`config.mk`:
```
export PLATFORM = sky130hd
export DESIGN_NAME = dlps_front
export DESIGN_NICKNAME = d
export VERILOG_FILES = /design/src/design/dlps_pkg.sv /design/src/design/dlps_front.sv
export SDC_FILE = /design/constraint.sdc
export NUM_CORES = 1
export LEC_CHECK = 0
export BUFFER_PORTS_ARGS = -buffer_cell sky130_fd_sc_hd__buf_4
export CORE_MARGIN = 2
export CORE_UTILIZATION = 30
export DETAILED_ROUTE_END_ITERATION = 6
export MAX_ROUTING_LAYER = met4
export PLACE_DENSITY = 0.58
export SKIP_LAST_GASP = 1
export SLEW_MARGIN = 20
export SYNTH_ARGS = -nofsm -noshare
export SYNTH_HDL_FRONTEND = slang
export SYNTH_SLANG_ARGS = --single-unit
```
`constraint.sdc`:
```
create_clock -name clock -period 2.06 [get_ports clock]
set_input_delay 0.309 -clock clock [delete_from_list [all_inputs] [get_ports clock]]
set_output_delay 0.309 -clock clock [all_outputs]
set_load 0.02 [all_outputs]
```
`src/design/dlps_pkg.sv`:
```
// Shared constants, types and helpers of the delay line pitch shifter.
// No dependencies; imported by every module of the block.
package dlps_pkg;

   localparam int STORE_DEPTH   = 4096;
   localparam int FADE_LENGTH   = 256;
   localparam int ADDR_W        = $clog2(STORE_DEPTH);
   localparam int SIZE_W        = ADDR_W + 1;
   localparam int POS_FRAC      = 12;
   localparam int POS_W         = SIZE_W + POS_FRAC;
   localparam int ROUND_HALF    = 2048;

   localparam int SAMPLE_W      = 24;
   localparam int RATIO_W       = 16;
   localparam int USED_SIZE_W   = 13;
   localparam int WEIGHT_W      = 16;
   localparam int CSR_INDEX_W   = 2;
   localparam int CSR_DATA_W    = 16;

   localparam int FIFO_DEPTH    = 4;
   localparam int MAX_IN_FLIGHT = FIFO_DEPTH + 4;

   localparam logic [CSR_INDEX_W-1:0] CSR_PITCH_RATIO  = 2'd0;
   localparam logic [CSR_INDEX_W-1:0] CSR_USED_SIZE    = 2'd1;
   localparam logic [CSR_INDEX_W-1:0] CSR_START_WEIGHT = 2'd2;

   localparam logic [RATIO_W-1:0]     RATIO_UNITY      = 16'd4096;
   localparam logic [RATIO_W-1:0]     RATIO_RESET      = 16'd4096;
   localparam logic [USED_SIZE_W-1:0] USED_SIZE_RESET  = 13'd4096;
   localparam logic [WEIGHT_W-1:0]    WEIGHT_FULL      = 16'd32768;

   // High-pass biquad coefficients, Q2.30
   localparam logic signed [31:0] COEF_B0 = 32'sd1058936852;
   localparam logic signed [31:0] COEF_B1 = 32'sd2117873703;
   localparam logic signed [31:0] COEF_A1 = 32'sd2117669563;
   localparam logic signed [31:0] COEF_A2 = 32'sd1044336019;

   typedef logic signed [SAMPLE_W-1:0] sample_type;
   typedef logic [ADDR_W-1:0]          addr_type;
   typedef logic [WEIGHT_W-1:0]        weight_type;

   typedef struct packed {
      logic       valid;
      addr_type   wr_addr;
      sample_type wr_data;
      addr_type   tap1;
      addr_type   tap2;
      weight_type weight;
   } tap_cmd_type;

   function automatic sample_type sat_sample(input logic signed [63:0] v);
      sample_type r;
      if (v > 64'sd8388607) begin
         r = 24'sh7FFFFF;
      end else if (v < -64'sd8388608) begin
         r = 24'sh800000;
      end else begin
         r = v[SAMPLE_W-1:0];
      end
      return r;
   endfunction

endpackage

```
`src/design/dlps_front.sv`:
```
// Input side: accepts samples and queues them for the filter core.
// Depends on dlps_pkg.
module dlps_front import dlps_pkg::*; (
   input  logic                clock,
   input  logic                reset,
   input  logic                req_tvalid,
   output logic                req_tready,
   input  logic [SAMPLE_W-1:0] req_tdata,
   output logic                q_valid,
   input  logic                q_ready,
   output sample_type          q_data
);

   localparam int PTR_W = $clog2(FIFO_DEPTH);
   localparam int CNT_W = $clog2(FIFO_DEPTH + 1);

   sample_type       mem_ff [FIFO_DEPTH];
   logic [PTR_W-1:0] wr_ptr_ff, wr_ptr_in;
   logic [PTR_W-1:0] rd_ptr_ff, rd_ptr_in;
   logic [CNT_W-1:0] count_ff, count_in;
   logic             push, pop;

   assign req_tready = (count_ff != CNT_W'(FIFO_DEPTH));
   assign q_valid    = (count_ff != '0);
   assign q_data     = mem_ff[rd_ptr_ff];
   assign push       = req_tvalid && req_tready;
   assign pop        = q_valid && q_ready;

   always_comb begin
      wr_ptr_in = wr_ptr_ff;
      rd_ptr_in = rd_ptr_ff;
      count_in  = count_ff;
      if (push) begin
         wr_ptr_in = (wr_ptr_ff == PTR_W'(FIFO_DEPTH - 1)) ? '0 : wr_ptr_ff + 1'b1;
      end
      if (pop) begin
         rd_ptr_in = (rd_ptr_ff == PTR_W'(FIFO_DEPTH - 1)) ? '0 : rd_ptr_ff + 1'b1;
      end
      if (push && !pop) begin
         count_in = count_ff + 1'b1;
      end else if (pop && !push) begin
         count_in = count_ff - 1'b1;
      end
   end

   always_ff @(posedge clock) begin
      if (reset) begin
         wr_ptr_ff <= '0;
         rd_ptr_ff <= '0;
         count_ff  <= '0;
      end else begin
         wr_ptr_ff <= wr_ptr_in;
         rd_ptr_ff <= rd_ptr_in;
         count_ff  <= count_in;
      end
   end

   always_ff @(posedge clock) begin
      if (push) begin
         mem_ff[wr_ptr_ff] <= req_tdata;
      end
   end

endmodule

```
==> impl_results.html <==
<table>
<tr><th>Metric</th><th>Value</th></tr>
<tr><th colspan="2">Finish</th></tr>
<tr><td>Storage cell area</td><td>around 0.0031 mm^2</td></tr>
<tr><td>Area Overhead vs Synth</td><td>24.00%</td></tr>
<tr><td>Multi-input combinational cell area</td><td>848.3 um^2</td></tr>
<tr><td>Antenna diode instance count</td><td>0</td></tr>
<tr><td>Layout cells sized above 1</td><td>between 40% and 50%</td></tr>
<tr><td>Nets</td><td>around 270</td></tr>
<tr><td>Number of fill cells</td><td>around 1200</td></tr>
<tr><td>Post-route standard cell area excluding fillers</td><td>between 0.004 and 0.005 mm^2</td></tr>
<tr><th colspan="2">Power</th></tr>
<tr><td>Worst ir drop on vdd</td><td>0.6333 mV</td></tr>
<tr><td>Leakage power total</td><td>1.656 nW</td></tr>
<tr><td>Switching share of power</td><td>between 20% and 30%</td></tr>
<tr><td>Clock Power Share</td><td>a little over a quarter</td></tr>
<tr><td>Power density normalized to cell area</td><td>approximately 1200 mW/mm^2</td></tr>
<tr><td>Combinational share of power</td><td>roughly 27%</td></tr>
<tr><td>Switching power summed over all nets</td><td>around 1.7 mW</td></tr>
<tr><td>Cell internal power dissipation</td><td>between 4 and 5 mW</td></tr>
<tr><td>Portion of total power attributed to sequential cells</td><td>~46%</td></tr>
<tr><th colspan="2">Clocking</th></tr>
<tr><td>Clock buffer count from CTS</td><td>9</td></tr>
<tr><td>CTS clock-pin slew for the worst setup and hold paths</td><td>0.07 ns</td></tr>
<tr><td>Clock tree sinks</td><td>about 110</td></tr>
<tr><td>Hold bufs inserted after CTS</td><td>0</td></tr>
<tr><td>Clock latency of the later-clocked register in the worst-skew pair</td><td>between 0.3 and 0.4 ns</td></tr>
<tr><td>Clock H-tree levels</td><td>3</td></tr>
<tr><td>Buffer count from post-CTS setup fixing</td><td>0</td></tr>
<tr><td>Maximum clock path buffer count</td><td>2</td></tr>
<tr><td>CTS Root Buffer Type</td><td>sky130_fd_sc_hd__clkbuf_16</td></tr>
<tr><td>CTS tree</td><td>yes</td></tr>
<tr><th colspan="2">Worst setup path</th></tr>
<tr><td>Number of cells on the worst reg-to-reg path</td><td>7</td></tr>
<tr><td>RR Startpoint</td><td>count_ff[1]$_SDFFE_PP0P_</td></tr>
<tr><td>Critical path class</td><td>flop to flop</td></tr>
<tr><td>Startpoint types</td><td>flop</td></tr>
<tr><td>Worst setup EP type</td><td>flop</td></tr>
<tr><td>Data required time of the critical path</td><td>about 2.3 ns</td></tr>
<tr><td>Worst R2R End</td><td>count_ff[2]$_SDFFE_PP0P_</td></tr>
<tr><td>Highest net fanout along the worst path</td><td>5</td></tr>
<tr><td>WP data arrival</td><td>approximately 2.2 ns</td></tr>
<tr><td>R2r setup slk</td><td>roughly 0.095 ns</td></tr>
<tr><th colspan="2">Run</th></tr>
<tr><td>Max Cap Violations</td><td>0</td></tr>
<tr><th colspan="2">Place</th></tr>
<tr><td>Count of input and output buffers</td><td>53</td></tr>
<tr><td>DP Wirelength</td><td>~4200 um</td></tr>
<tr><td>Placed inst area</td><td>around 0.0046 mm^2</td></tr>
<tr><td>Final RePlAce weighted congestion</td><td>about 0.7</td></tr>
<tr><th colspan="2">Worst hold path</th></tr>
<tr><td>Tightest Hold Check Type</td><td>input pin to flop</td></tr>
<tr><td>Start point of the worst min-delay path</td><td>req_tdata[2]</td></tr>
<tr><td>Number of cells traversed by the worst hold path</td><td>1</td></tr>
<tr><td>Hold EP</td><td>mem_ff[1][2]$_DFFE_PP_</td></tr>
<tr><th colspan="2">STA</th></tr>
<tr><td>Worst hold-check slack</td><td>0.1673 ns</td></tr>
<tr><td># setup viols final</td><td>0</td></tr>
<tr><td>Final max-slew violation count</td><td>0</td></tr>
<tr><td>Top achievable clock speed</td><td>approximately 510 MHz</td></tr>
<tr><td>Total Negative Setup Slacks</td><td>0 ns</td></tr>
<tr><td>Unrepaired setup endpoints after global routing</td><td>false</td></tr>
<tr><td>Number of failing hold endpoints at the final stage</td><td>0</td></tr>
<tr><td>Post-Route Skew</td><td>~0.0045 ns</td></tr>
<tr><td>Relative max-transition margin</td><td>between 50% and 60%</td></tr>
<tr><td>Final worst path period need</td><td>around 2.0 ns</td></tr>
<tr><td>Crit share post-route</td><td>between 90% and 100%</td></tr>
<tr><td>Slew at the pin with the worst max-slew slack</td><td>just under 0.7 ns</td></tr>
<tr><th colspan="2">Synth</th></tr>
<tr><td>Largest area contributor in the synthesized netlist</td><td>sky130_fd_sc_hd__edfxtp_1</td></tr>
<tr><td>Summed instance area of the synthesized netlist</td><td>between 0.003 and 0.004 mm^2</td></tr>
<tr><td>Count of unique library cells instantiated by Yosys</td><td>27</td></tr>
<tr><td>Cells after synthesis</td><td>~170</td></tr>
<tr><td>Most used flip-flop cell after synthesis</td><td>sky130_fd_sc_hd__edfxtp_1</td></tr>
<tr><td>Post-synth top area share</td><td>about three quarters</td></tr>
<tr><td>Asr flop ratio synth</td><td>0%</td></tr>
<tr><td>EDFF count, synth</td><td>between 90 and 100</td></tr>
<tr><td>Syn Area/Cell</td><td>approximately 23 um^2</td></tr>
<tr><td>Syn_nets</td><td>roughly 210</td></tr>
<tr><td>Count of yosys warnings during synthesis</td><td>0</td></tr>
<tr><td>Biggest area contributors in the synthesized netlist</td><td>sky130_fd_sc_hd__edfxtp_1 (73%), sky130_fd_sc_hd__mux4_2 (14%), sky130_fd_sc_hd__dfxtp_1 (4.6%)</td></tr>
<tr><td>Yosys reg bits</td><td>105</td></tr>
<tr><td>Sequential area share after synthesis</td><td>between 70% and 80%</td></tr>
<tr><th colspan="2">GRT</th></tr>
<tr><td>Initial antenna violation count</td><td>0</td></tr>
<tr><td>Overall global routing resource usage</td><td>roughly a tenth</td></tr>
<tr><td>Maximum number of pins on one net before global-route repair</td><td>25</td></tr>
<tr><td>Vias in the first global route</td><td>around 2000</td></tr>
<tr><td>First-pass GRT wire length</td><td>about 11000 um</td></tr>
<tr><td>Total gr overflow</td><td>0</td></tr>
<tr><th colspan="2">Die</th></tr>
<tr><td>Die ar.</td><td>0.01407 mm^2</td></tr>
<tr><td>Die span in y</td><td>between 100 and 150 um</td></tr>
<tr><td>Num rows</td><td>41</td></tr>
<tr><td>Io pins</td><td>54</td></tr>
<tr><td>Starting Density</td><td>between 30% and 40%</td></tr>
<tr><td>DIE WIDTH</td><td>between 100 and 150 um</td></tr>
<tr><td>Placeable Area</td><td>~0.013 mm^2</td></tr>
<tr><th colspan="2">Detailed routing</th></tr>
<tr><td>Total number of vias</td><td>between 1500 and 2000</td></tr>
<tr><td>Antenna Violating Nets Remaining</td><td>0</td></tr>
<tr><td>WL per Instance</td><td>around 16 um</td></tr>
<tr><td>DRC violation total after the first TritonRoute iteration</td><td>100</td></tr>
<tr><td>Via-to-Cell Ratio</td><td>approximately 4.3</td></tr>
<tr><td>Final WL</td><td>between 6000 and 7000 um</td></tr>
<tr><td>Initial DRT Pass Iterations</td><td>4</td></tr>
<tr><td>Count of unresolved DRC violations after routing</td><td>0</td></tr>
<tr><th colspan="2">Run status</th></tr>
<tr><td>Result of the run</td><td>completed</td></tr>
</table>
-- state kept, by name, indices dropped and copies added, names as in the netlist, named ones only --
register,cells
wr_ptr_ff,2
mem_ff,96
count_ff,3
rd_ptr_ff,2
-- logic make-up after synthesis --
kind of cell | after synthesis | synth area share, %
compound gates | 5 | 0.8888
xor+xnor | 2 | 0.4445
fa+ha+maj | 7 | 2.413
buf+inv | 11 | 1.365
flops | 105 | 77.71
mux | 27 | 14.48
simple gates | 17 | 2.698
-- power by group through the flow --
stage               Sequential, mW  Combinational, mW  Clock [mW]
floorplan                     2.71               1.08           0
global placement              2.74               1.64           0
detailed placement            2.75               1.65           0
CTS                           2.70               1.65        1.62
global route                  2.73               1.74        1.71
finish                        2.70               1.61        1.57
-- metal layers --
metal	part of all wire [%]	up-vias	GRT usage (%)	routed length, um
met3	5.4	10	3.571	357
met5	0	-	-	0
met1	42	898	12.24	2773
met2	51	44	16.77	3425
met4	1.5	0	3.795	100
li1	-	834	-	-
-- placed cells by master, fill, tap and decap left out, types with 2 or more instances in the layout --
| cell type | Yosys | routed |
|---|---|---|
| sky130_fd_sc_hd__dfxtp_1 | 9 | 5 |
| sky130_fd_sc_hd__mux4_2 | 24 | 24 |
| sky130_fd_sc_hd__ha_1 | 6 | 5 |
| sky130_fd_sc_hd__clkbuf_16 | 0 | 9 |
| sky130_fd_sc_hd__buf_4 | 2 | 57 |
| sky130_fd_sc_hd__nor2_1 | 3 | 3 |
| sky130_fd_sc_hd__mux2i_1 | 3 | 3 |
| sky130_fd_sc_hd__clkinv_4 | 0 | 4 |
| sky130_fd_sc_hd__a21oi_1 | 2 | 2 |
| sky130_fd_sc_hd__inv_1 | 3 | 2 |
| sky130_fd_sc_hd__o31ai_2 | 1 | 2 |
| sky130_fd_sc_hd__dfxtp_2 | 0 | 3 |
| sky130_fd_sc_hd__edfxtp_1 | 96 | 96 |
| sky130_fd_sc_hd__xor2_1 | 2 | 2 |
| sky130_fd_sc_hd__and3_2 | 4 | 4 |
| sky130_fd_sc_hd__nand2b_1 | 2 | 2 |
-- cells in the mapped netlist (2+ instances only) --
library cell and n:
sky130_fd_sc_hd__nand2b_1 2, sky130_fd_sc_hd__inv_1 3, sky130_fd_sc_hd__and3_2 4, sky130_fd_sc_hd__mux4_2 24, sky130_fd_sc_hd__dfxtp_1 9, sky130_fd_sc_hd__ha_1 6, sky130_fd_sc_hd__mux2i_1 3, sky130_fd_sc_hd__buf_4 2
sky130_fd_sc_hd__xor2_1 2, sky130_fd_sc_hd__a21oi_1 2, sky130_fd_sc_hd__or3_2 2, sky130_fd_sc_hd__edfxtp_1 96, sky130_fd_sc_hd__nor2_1 3, sky130_fd_sc_hd__buf_2 3
-- worst max path at each step --
stage / from / end / slack (ns)
2_1_floorplan: count_ff[0]$_SDFFE_PP0P_ / count_ff[2]$_SDFFE_PP0P_ / 0.07
3_3_place_gp: count_ff[1]$_SDFFE_PP0P_ / count_ff[2]$_SDFFE_PP0P_ / 0.16
3_5_place_dp: count_ff[1]$_SDFFE_PP0P_ / count_ff[2]$_SDFFE_PP0P_ / 0.10
4_1_cts: flop / q_data[17] / 0.03
5_1_grt: count_ff[1]$_SDFFE_PP0P_ / count_ff[2]$_SDFFE_PP0P_ / 0.003
6_report: count_ff[1]$_SDFFE_PP0P_ / count_ff[2]$_SDFFE_PP0P_ / 0.09
-- per-stage QoR --
stage	total power, mW	worst slack [ns]	std cells	util (%)
finish	5.884	0.09472	413	38.41
global placement	4.375	0.1571	397	36.16
floorplan	3.790	0.06895	174	-
global route	6.181	0.002526	413	38.41
CTS	5.981	0.02948	413	38.39
detailed placement	4.401	0.1025	397	36.16
-- worst max-delay path, cell delays in order, from the launching register on --
cell and delay, ns:
sky130_fd_sc_hd__dfxtp_2 0.35, sky130_fd_sc_hd__o31ai_2 0.35, sky130_fd_sc_hd__ha_4 0.20, sky130_fd_sc_hd__inv_2 0.04
sky130_fd_sc_hd__fa_2 0.34, sky130_fd_sc_hd__xor2_1 0.18, sky130_fd_sc_hd__or3_4 0.32, sky130_fd_sc_hd__a21oi_1 0.11
-- what timing repair did --
action | CTS | global route
endpoints found under the hold margin | 0 | 0
gates resized for setup | 0 | 1
setup endpoints to repair | 0 | 2
-- final cells by class --
class	count	share of cell area (%)
Inverter	3	0.2304
Multi-Input combinational cell	58	17.36
Timing Repair Buffer	59	9.396
Sequential cell	105	62.83
Clock buffer	10	4.685
Clock inverter	6	1.101
Tap cell	172	4.403
Note: power is estimated with default switching activity, not from simulation.
